`config.mk`:
```
export PLATFORM = sky130hd
export DESIGN_NAME = countdown_timer_with_progress_core
export DESIGN_NICKNAME = d
export VERILOG_FILES = /design/src/rtl/cdt_pkg.sv /design/src/rtl/countdown_timer_with_progress_core.sv
export SDC_FILE = /design/constraint.sdc
export NUM_CORES = 1
export LEC_CHECK = 0
export CORE_MARGIN = 2
export CORE_UTILIZATION = 60
export DETAILED_ROUTE_END_ITERATION = 12
export DONT_BUFFER_PORTS = 1
export PLACE_DENSITY = 0.74
export REMOVE_ABC_BUFFERS = 1
export SLEW_MARGIN = 30
export SYNTH_ARGS = -nofsm -noshare
export SYNTH_HDL_FRONTEND = slang
export SYNTH_SLANG_ARGS = --single-unit
```
`constraint.sdc`:
```
create_clock -name i_clk -period 30.2 [get_ports i_clk]
set_input_delay 7.55 -clock i_clk [delete_from_list [all_inputs] [get_ports i_clk]]
set_output_delay 7.55 -clock i_clk [all_outputs]
set_load 0.03 [all_outputs]
```
`src/rtl/cdt_pkg.sv`:
```
// types and constants for the countdown timer with progress
`timescale 1ns / 1ps

package cdt_pkg;

    localparam int TICKS_PER_SECOND = 100;
    localparam int LOOP_SECONDS     = 60;
    localparam int COLOUR_MAX       = 255;
    localparam int PCT_MAX          = 100;

    localparam int SEC_W = 16;
    localparam int PCT_W = 7;
    localparam int COL_W = 8;
    localparam int TT_W  = 23;
    localparam int PRE_W = 7;
    localparam int MOD_W = $clog2(LOOP_SECONDS);

    localparam logic [TT_W-1:0] TT_MAX = {TT_W{1'b1}};

    // shared divider: quotient bits and datapath width
    localparam int QW    = 11;
    localparam int CNT_W = $clog2(QW);
    localparam int DW    = 33;

    typedef enum logic [1:0] {
        CMD_TICK  = 2'd0,
        CMD_START = 2'd1,
        CMD_PAUSE = 2'd2,
        CMD_RESET = 2'd3
    } t_cmd;

    typedef struct packed {
        t_cmd             cmd;
        logic [SEC_W-1:0] start_seconds;
    } t_in_item;

    typedef struct packed {
        logic [SEC_W-1:0] seconds_now;
        logic [PCT_W-1:0] percent;
        logic [COL_W-1:0] red;
        logic [COL_W-1:0] green;
        logic [COL_W-1:0] blue;
        logic             show_event;
        logic             colour_event;
        logic             finish_event;
        logic             random_colour_request;
    } t_out_item;

endpackage

```
`src/rtl/countdown_timer_with_progress_core.sv`:
```
// seconds timer with colour fade and progress percent, one shared divider
//
//  channel   direction  handshake                     payload
//  in        input      i_in_valid / o_in_stall       i_in_data  (cdt_pkg::t_in_item)
//  out       output     o_out_valid / i_out_stall     o_out_data (cdt_pkg::t_out_item)
//  cfg       input      i_cfg_we                      i_cfg_wdata (count-up mode)
//
// a running count-down tick runs the 11-step restoring divider once for the colour and
// once for the percent, another count-down item once for the percent, a count-up item runs it twice
// for the loop remainder and its scaling, and a zero start value skips it
// o_in_stall is high from accept until the result is placed in the output register
// the next transaction is taken while a finished result waits on i_out_stall
// synchronous active-low reset clears the timer state, colour and mode
`timescale 1ns / 1ps

module countdown_timer_with_progress_core (
    input  logic                 i_clk,
    input  logic                 i_rst_n,
    input  logic                 i_in_valid,
    output logic                 o_in_stall,
    input  cdt_pkg::t_in_item    i_in_data,
    output logic                 o_out_valid,
    input  logic                 i_out_stall,
    output cdt_pkg::t_out_item   o_out_data,
    input  logic                 i_cfg_we,
    input  logic                 i_cfg_wdata
);

    typedef enum logic [1:0] {
        S_IDLE,
        S_DIV,
        S_PCT,
        S_DONE
    } t_state;

    typedef enum logic [1:0] {
        PH_COLOUR,
        PH_PCT_DOWN,
        PH_MOD,
        PH_SCALE
    } t_phase;

    // control state
    t_state                       r_state, n_state;
    t_phase                       r_phase, n_phase;
    logic                         r_mode, n_mode;
    logic                         r_run, n_run;
    logic [cdt_pkg::SEC_W-1:0]    r_sc, n_sc;
    logic [cdt_pkg::SEC_W-1:0]    r_sv, n_sv;
    logic [cdt_pkg::TT_W-1:0]     r_tt, n_tt;
    logic [cdt_pkg::PRE_W-1:0]    r_pre, n_pre;
    logic [cdt_pkg::COL_W-1:0]    r_red, n_red;
    logic [cdt_pkg::COL_W-1:0]    r_green, n_green;
    logic                         r_ov, n_ov;
    logic [cdt_pkg::CNT_W-1:0]    r_cnt, n_cnt;

    // payload
    logic [cdt_pkg::DW-1:0]       r_rem, n_rem;
    logic [cdt_pkg::DW-1:0]       r_dsh, n_dsh;
    logic [cdt_pkg::QW-1:0]       r_q, n_q;
    logic [cdt_pkg::PCT_W-1:0]    r_pct, n_pct;
    logic                         r_neg, n_neg;
    logic                         r_show, n_show;
    logic                         r_col, n_col;
    logic                         r_fin, n_fin;
    logic                         r_rnd, n_rnd;
    cdt_pkg::t_out_item           r_out, n_out;

    logic                         in_acc;
    logic [cdt_pkg::TT_W-1:0]     w_span;
    logic [cdt_pkg::TT_W-1:0]     w_tt_inc;
    logic [cdt_pkg::TT_W-1:0]     w_t;
    logic [cdt_pkg::DW-1:0]       w_col_num;
    logic [cdt_pkg::PRE_W-1:0]    w_pre_inc;
    logic [cdt_pkg::SEC_W-1:0]    w_sc_sec;
    logic                         w_ge;
    logic [cdt_pkg::DW-1:0]       w_rem_step;
    logic [cdt_pkg::QW-1:0]       w_q_step;
    logic [cdt_pkg::MOD_W-1:0]    w_mod_raw;
    logic [cdt_pkg::MOD_W-1:0]    w_mod_fix;

    assign in_acc = i_in_valid && (r_state == S_IDLE);

    assign w_span    = cdt_pkg::TT_W'(r_sv) * cdt_pkg::TT_W'(cdt_pkg::TICKS_PER_SECOND);
    assign w_tt_inc  = (r_tt < cdt_pkg::TT_MAX) ? r_tt + cdt_pkg::TT_W'(1) : r_tt;
    assign w_t       = (w_tt_inc > w_span) ? w_span : w_tt_inc;
    assign w_col_num = cdt_pkg::DW'(w_t) * cdt_pkg::DW'(cdt_pkg::COLOUR_MAX);
    assign w_pre_inc = r_pre + cdt_pkg::PRE_W'(1);

    // second update: count-up saturates at max, count-down at zero
    assign w_sc_sec = r_mode ? ((r_sc != {cdt_pkg::SEC_W{1'b1}}) ?
                                r_sc + cdt_pkg::SEC_W'(1) : r_sc)
                             : ((r_sc != '0) ? r_sc - cdt_pkg::SEC_W'(1) : r_sc);

    // one restoring step of the shared divider
    assign w_ge       = (r_rem >= r_dsh);
    assign w_rem_step = w_ge ? r_rem - r_dsh : r_rem;
    assign w_q_step   = {r_q[cdt_pkg::QW-2:0], w_ge};

    // floor modulo for a negative difference
    assign w_mod_raw = w_rem_step[cdt_pkg::MOD_W-1:0];
    assign w_mod_fix = (r_neg && (w_mod_raw != '0)) ?
                       cdt_pkg::MOD_W'(cdt_pkg::LOOP_SECONDS) - w_mod_raw : w_mod_raw;

    always_comb begin
        n_state = r_state;
        n_phase = r_phase;
        n_mode  = r_mode;
        n_run   = r_run;
        n_sc    = r_sc;
        n_sv    = r_sv;
        n_tt    = r_tt;
        n_pre   = r_pre;
        n_red   = r_red;
        n_green = r_green;
        n_ov    = r_ov;
        n_cnt   = r_cnt;
        n_rem   = r_rem;
        n_dsh   = r_dsh;
        n_q     = r_q;
        n_pct   = r_pct;
        n_neg   = r_neg;
        n_show  = r_show;
        n_col   = r_col;
        n_fin   = r_fin;
        n_rnd   = r_rnd;
        n_out   = r_out;

        if (i_cfg_we) begin
            n_mode = i_cfg_wdata;
        end

        if (r_ov && !i_out_stall) begin
            n_ov = 1'b0;
        end

        case (r_state)
            S_IDLE: begin
                if (in_acc) begin
                    n_show  = 1'b0;
                    n_col   = 1'b0;
                    n_fin   = 1'b0;
                    n_rnd   = 1'b0;
                    n_state = S_PCT;
                    case (i_in_data.cmd)
                        cdt_pkg::CMD_START: begin
                            if (r_sc == '0) begin
                                n_sv = i_in_data.start_seconds;
                                n_sc = i_in_data.start_seconds;
                                if (r_mode) begin
                                    n_rnd = 1'b1;
                                end else begin
                                    n_red   = '0;
                                    n_green = cdt_pkg::COL_W'(cdt_pkg::COLOUR_MAX);
                                end
                            end
                            n_show = 1'b1;
                            n_run  = 1'b1;
                        end
                        cdt_pkg::CMD_PAUSE: begin
                            n_run = 1'b0;
                        end
                        cdt_pkg::CMD_RESET: begin
                            n_run  = 1'b0;
                            n_sc   = '0;
                            n_sv   = '0;
                            n_tt   = '0;
                            n_pre  = '0;
                            n_show = 1'b1;
                        end
                        cdt_pkg::CMD_TICK: begin
                            // count-down with no start value stays frozen
                            if (r_run && !(!r_mode && (r_sv == '0))) begin
                                n_tt  = w_tt_inc;
                                n_pre = w_pre_inc;
                                if (!r_mode) begin
                                    n_col   = 1'b1;
                                    n_rem   = w_col_num;
                                    n_dsh   = cdt_pkg::DW'(w_span) << (cdt_pkg::QW - 1);
                                    n_cnt   = cdt_pkg::CNT_W'(cdt_pkg::QW - 1);
                                    n_phase = PH_COLOUR;
                                    n_state = S_DIV;
                                end
                                if (w_pre_inc >= cdt_pkg::PRE_W'(cdt_pkg::TICKS_PER_SECOND)) begin
                                    n_pre  = w_pre_inc
                                           - cdt_pkg::PRE_W'(cdt_pkg::TICKS_PER_SECOND);
                                    n_sc   = w_sc_sec;
                                    n_rnd  = r_mode;
                                    n_show = 1'b1;
                                    if (w_sc_sec == '0) begin
                                        n_run = 1'b0;
                                        n_sv  = '0;
                                        n_tt  = '0;
                                        n_pre = '0;
                                        n_fin = 1'b1;
                                    end
                                end
                            end
                        end
                        default: begin
                            n_run = r_run;
                        end
                    endcase
                end
            end

            S_PCT: begin
                if (r_sv == '0) begin
                    n_pct   = '0;
                    n_state = S_DONE;
                end else if (r_mode) begin
                    n_neg   = (r_sc < r_sv);
                    n_rem   = cdt_pkg::DW'((r_sc >= r_sv) ? r_sc - r_sv : r_sv - r_sc);
                    n_dsh   = cdt_pkg::DW'(cdt_pkg::LOOP_SECONDS) << (cdt_pkg::QW - 1);
                    n_cnt   = cdt_pkg::CNT_W'(cdt_pkg::QW - 1);
                    n_phase = PH_MOD;
                    n_state = S_DIV;
                end else begin
                    n_rem   = cdt_pkg::DW'(r_sc) * cdt_pkg::DW'(cdt_pkg::PCT_MAX);
                    n_dsh   = cdt_pkg::DW'(r_sv) << (cdt_pkg::QW - 1);
                    n_cnt   = cdt_pkg::CNT_W'(cdt_pkg::QW - 1);
                    n_phase = PH_PCT_DOWN;
                    n_state = S_DIV;
                end
            end

            S_DIV: begin
                n_rem = w_rem_step;
                n_q   = w_q_step;
                n_dsh = r_dsh >> 1;
                n_cnt = r_cnt - cdt_pkg::CNT_W'(1);
                if (r_cnt == '0) begin
                    case (r_phase)
                        PH_COLOUR: begin
                            // green is 255 minus red, one less when the ratio is inexact
                            n_red   = w_q_step[cdt_pkg::COL_W-1:0];
                            n_green = (w_rem_step == '0) ?
                                      cdt_pkg::COL_W'(cdt_pkg::COLOUR_MAX)
                                      - w_q_step[cdt_pkg::COL_W-1:0] :
                                      cdt_pkg::COL_W'(cdt_pkg::COLOUR_MAX - 1)
                                      - w_q_step[cdt_pkg::COL_W-1:0];
                            n_state = S_PCT;
                        end
                        PH_PCT_DOWN: begin
                            // a saturated quotient is above 100 as well
                            n_pct   = (w_q_step > cdt_pkg::QW'(cdt_pkg::PCT_MAX)) ?
                                      cdt_pkg::PCT_W'(cdt_pkg::PCT_MAX) :
                                      w_q_step[cdt_pkg::PCT_W-1:0];
                            n_state = S_DONE;
                        end
                        PH_MOD: begin
                            n_rem   = cdt_pkg::DW'(w_mod_fix) * cdt_pkg::DW'(cdt_pkg::PCT_MAX);
                            n_dsh   = cdt_pkg::DW'(cdt_pkg::LOOP_SECONDS) << (cdt_pkg::QW - 1);
                            n_cnt   = cdt_pkg::CNT_W'(cdt_pkg::QW - 1);
                            n_phase = PH_SCALE;
                        end
                        PH_SCALE: begin
                            n_pct   = w_q_step[cdt_pkg::PCT_W-1:0];
                            n_state = S_DONE;
                        end
                        default: begin
                            n_state = S_DONE;
                        end
                    endcase
                end
            end

            S_DONE: begin
                if (!r_ov || !i_out_stall) begin
                    n_out.seconds_now           = r_sc;
                    n_out.percent               = r_pct;
                    n_out.red                   = r_red;
                    n_out.green                 = r_green;
                    n_out.blue                  = '0;
                    n_out.show_event            = r_show;
                    n_out.colour_event          = r_col;
                    n_out.finish_event          = r_fin;
                    n_out.random_colour_request = r_rnd;
                    n_ov                        = 1'b1;
                    n_state                     = S_IDLE;
                end
            end

            default: begin
                n_state = S_IDLE;
            end
        endcase
    end

    always_ff @(posedge i_clk) begin
        if (!i_rst_n) begin
            r_state <= S_IDLE;
            r_phase <= PH_COLOUR;
            r_mode  <= 1'b0;
            r_run   <= 1'b0;
            r_sc    <= '0;
            r_sv    <= '0;
            r_tt    <= '0;
            r_pre   <= '0;
            r_red   <= '0;
            r_green <= '0;
            r_ov    <= 1'b0;
            r_cnt   <= '0;
        end else begin
            r_state <= n_state;
            r_phase <= n_phase;
            r_mode  <= n_mode;
            r_run   <= n_run;
            r_sc    <= n_sc;
            r_sv    <= n_sv;
            r_tt    <= n_tt;
            r_pre   <= n_pre;
            r_red   <= n_red;
            r_green <= n_green;
            r_ov    <= n_ov;
            r_cnt   <= n_cnt;
        end
        r_rem  <= n_rem;
        r_dsh  <= n_dsh;
        r_q    <= n_q;
        r_pct  <= n_pct;
        r_neg  <= n_neg;
        r_show <= n_show;
        r_col  <= n_col;
        r_fin  <= n_fin;
        r_rnd  <= n_rnd;
        r_out  <= n_out;
    end

    assign o_in_stall  = (r_state != S_IDLE);
    assign o_out_valid = r_ov;
    assign o_out_data  = r_out;

endmodule

```
==> impl_summary.md <==
Outcome
The flow ran to the end, and the final reports show no timing, DRC or antenna violations.

STA
Hold is met by about 0.42 ns. The clock period could shrink to between 10 and 15 ns. Headroom to the max-slew limit came out at 37.9%. For the pin with the worst max-slew slack, the measured transition is a little over 0.9 ns. The fmax is 82.8 MHz. Setup repair after global routing left no endpoint under its margin. The worst path meets setup with about 18 ns of slack. The number of hold-slack violations in the final timing report is 0.

The final number of setup-violating endpoints is 0. The total negative slack for setup checks is 0 ns. The share of the clock period used by the worst path is 40.0%. The number of pins exceeding their max-slew limit in the final report is 0. The clock arrives with 0.0308 ns of skew.

Placed design
The placed instance count is 3254. The worst setup timing slack at the placement stage is 18.32 ns. Input and output buffers added on the ports amount to 0. The last weighted congestion value of the routability-driven placer is around 1. The HPWL after detailed placement is 57800 um.

Once placement finished, the instance area stood at 0.0246 mm2.

GRT
The all-layer global routing usage is 34.9%. The via count of the first global-routing pass came to 20.0k. The global-route wire length before repair is 114000 um. The number of antenna violations at the first check in global routing is 1. The total global routing overflow is 0.

The maximum number of pins on one net before global-route repair is 90.

Setup path
The critical path's most frequent cell is ha_1. The required time of the critical path is 30.51 ns. The critical path data arrival time is 12.38 ns. The worst register-to-register path has a depth of 44. The startpoint of the worst register-to-register path is r_sv[2].

The worst setup path endpoint is r_rem[29]. For this run, the slowest stage of the critical path takes 0.65 ns. The class of the most critical setup path is register to register. The critical path endpoint category is a register. The sort of element at the start of the critical path is a register. The internal reg-to-reg setup slack is 18.13 ns.

Among all stages on the critical path, the largest delay is contributed by dfxtp_1. Tracing the worst setup path back leads to its startpoint at r_sv[2]. The worst register-to-register path ends at r_rem[29]. In this run the worst path has a maximum fanout of 51.

Clock network
The number of buffers inserted to repair setup after CTS is 0. After clock tree synthesis, the clock-pin slew on the worst setup and hold paths is 0.06 ns. The later-pin clock latency in the skew report is roughly 0.58 ns. The count of cells resized by post-cts repair is 0. CTS built an H-tree with a depth of 1. The root cell of the clock tree is clkbuf_16.

The number of buffers added by the clock tree synthesis step is 27. The clock net sink count is 220. The number of hold-repair buffers added at the cts stage is 0. The number of buffers on the longest clock path is 3. TritonCTS built the clock tree.

Synth
The post-synthesis sequential element count is 220. The distinct cell type count of the synthesized netlist is slightly below 100. After Yosys synthesis, and, or, nand and nor cells account for between 10 and 15% of the synthesized area.

Sequential cells were found to cover 23.5% of the synthesized design area. The number of flops mapped to enable cells by yosys is 131. In the synthesized netlist, the cells that appear most often are 364 x inv_1, 319 x ha_1, 220 x a21oi_1, 181 x nand2_1, 173 x nor2_1. The biggest area contributor in the post-synthesis netlist is ha_1. Multiplexer cells account for under 10% of the synthesized area. After synthesis, the mean cell area works out to 8.59 um2. Of the total synthesized cell area, the portion taken by full adders, half adders and majority gates is 25.6%.

The synthesized-area fraction occupied by ao, oa, aoi and oai cells is 19.3%. After Yosys synthesis, XOR and XNOR cells account for about 6.6% of the synthesized area. The most used flip-flop cell after synthesis is edfxtp_1.

The mapped netlist covers between 0.02 and 0.025 mm2. After synthesis, the cell types taking the most area are ha_1 16%, edfxtp_1 16%, fa_1 9.0%. The cell count after synthesis came out at between 2k and 3k. In the synthesized netlist the async set-or-reset flop fraction comes to 0%. The dominant combinational cell family by area after synthesis is adder cells.

The count of synthesis-stage warnings from yosys is 0. In this run the biggest area consumer among cell types represents 16.4% of the synthesized area. The most frequently used cell type in the post-synthesis netlist is inv_1.

Detailed routing
For this block, the via count after detailed routing is between 20k and 25k. In the routed layout, each cell is associated on average with a via count of roughly 6.3. For this block, the initial DRC count from the detailed router was 2032. The post-route DRC violation count is 0.

The length of the first detailed-routing pass in iterations is 6. The final wirelength is between 70000 and 80000 um. The number of antenna-violating nets in the routed design is 0. The routed length per placed instance is 22.2 um.

Floorplanning
The number of cell rows is 73. Measured along the y axis, the die boundary spans 206 um. The area enclosed by the die boundary is 0.0422 mm2. The region available for standard cell placement spans 0.0399 mm2. The top-level port count is 77.

The initial core utilization is roughly three fifths. In this run the horizontal extent of the chip is 206 um.

Final layout
Summing all flip-flop and latch instances after layout gives 0.00572 mm2. The final layout net count is between 3k and 4k. The repair_antennas step left the layout with diodes totalling 0. Of the cells placed in the final design, the portion with a size suffix greater than 1 is 4.46%. After the flow finishes, the layout carries non-filler instances totaling 3304.

Counting the fill cells in the layout gives around 3.3k. The combined area of the multi-input logic cells is 0.0168 mm2. The area growth from synthesis to layout is 4.88%. The post-layout utilization of the core is 64.0%. Summing all non-filler instances in the final layout gives an area of 0.0256 mm2.

Job
The max capacitance violation total is 0.

Power
The total power is 2.91 mW. For this design the static power due to leakage is 11.6 nW. IR analysis of the VDD net gives a maximum drop of about 0.14 mV. In this run the power density over the cells is 114 mW/mm2.

Hold path
The path class of the tightest hold or removal check is register to register.
## flip-flops by register name, indices dropped and copies added, names as in the netlist, 8 cells and up
| register | cells |
|---|---|
| r_q | 10 |
| r_sv | 16 |
| r_red | 8 |
| r_green | 8 |
| o_out_data | 43 |
| r_rem | 33 |
| r_sc | 16 |
| r_tt | 23 |
| r_dsh | 33 |
## per-layer routing
layer  vias to the layer above  part of all wire (%)  GRT usage (%)  routed length, um
li1                       9768                     -              -                  -
met1                      9890                    44           49.1              32100
met2                       944                    43           53.4              31700
met3                       164                   9.0           6.64               6600
met4                         2                   3.9           12.4               2880
met5                         -                 0.018              0                 13
## power breakdown
part / switching [mW] / total [mW] / internal [mW]
Combinational: 1.30 / 2.14 / 0.844
Clock: 0.141 / 0.327 / 0.186
Sequential: 0.0403 / 0.440 / 0.399
Total: 1.48 / 2.91 / 1.43
## area by class of cell
type	count	share of cell area, %
clock buffers	36	3.10
well taps	525	2.57
repair buffers	16	0.485
clock inverters	14	0.377
multi-input cells	2127	65.7
inverters	366	5.38
flip-flops and latches	220	22.4
## how the worst min path moves through the flow
stage / depth (start not counted) / startpoint / to / slack (ns)
after floorplan: 0 / r_rnd / o_out_data[0] / 0.40
after global placement: 0 / r_pct[0] / o_out_data[28] / 0.40
after detailed placement: 0 / r_pct[3] / o_out_data[31] / 0.41
after CTS: 0 / r_pct[0] / o_out_data[28] / 0.42
after global routing: 0 / r_pct[4] / o_out_data[32] / 0.43
final: 0 / r_pct[4] / o_out_data[32] / 0.42
## placed cells by master (no fill, tap or decap), drive strengths merged, types with 59 or more instances in the layout
master,synthesis,layout
nor2,175,175
o21ai,146,146
nand3,77,77
nand2,182,182
xnor2,111,111
a21oi,222,222
dfxtp,89,89
xor2,73,73
fa,110,110
ha,319,319
inv,365,370
nor3,60,60
a21o,59,59
edfxtp,131,131
## critical path: cells and delay by family, from the launching register on
kind	cells	cell delay (ns)
adder cells (fa/ha/maj)	11	4.49
multiplexers	1	0.45
XOR/XNOR	2	0.38
flip-flops	1	0.65
AO/OA/AOI/OAI	19	3.80
AND/OR/NAND/NOR	6	1.04
buffers and inverters	5	0.98
## kinds of logic (layout without fill, tap and decap cells)
group / count (synthesis) / in the layout
AO/OA/AOI/OAI: 722 / 722
XOR/XNOR: 184 / 184
adder cells (fa/ha/maj): 434 / 434
buffers and inverters: 496 / 432
flip-flops: 220 / 220
multiplexers: 51 / 51
other: 1 / 8
AND/OR/NAND/NOR: 728 / 728
(Power assumes the default switching activity.)
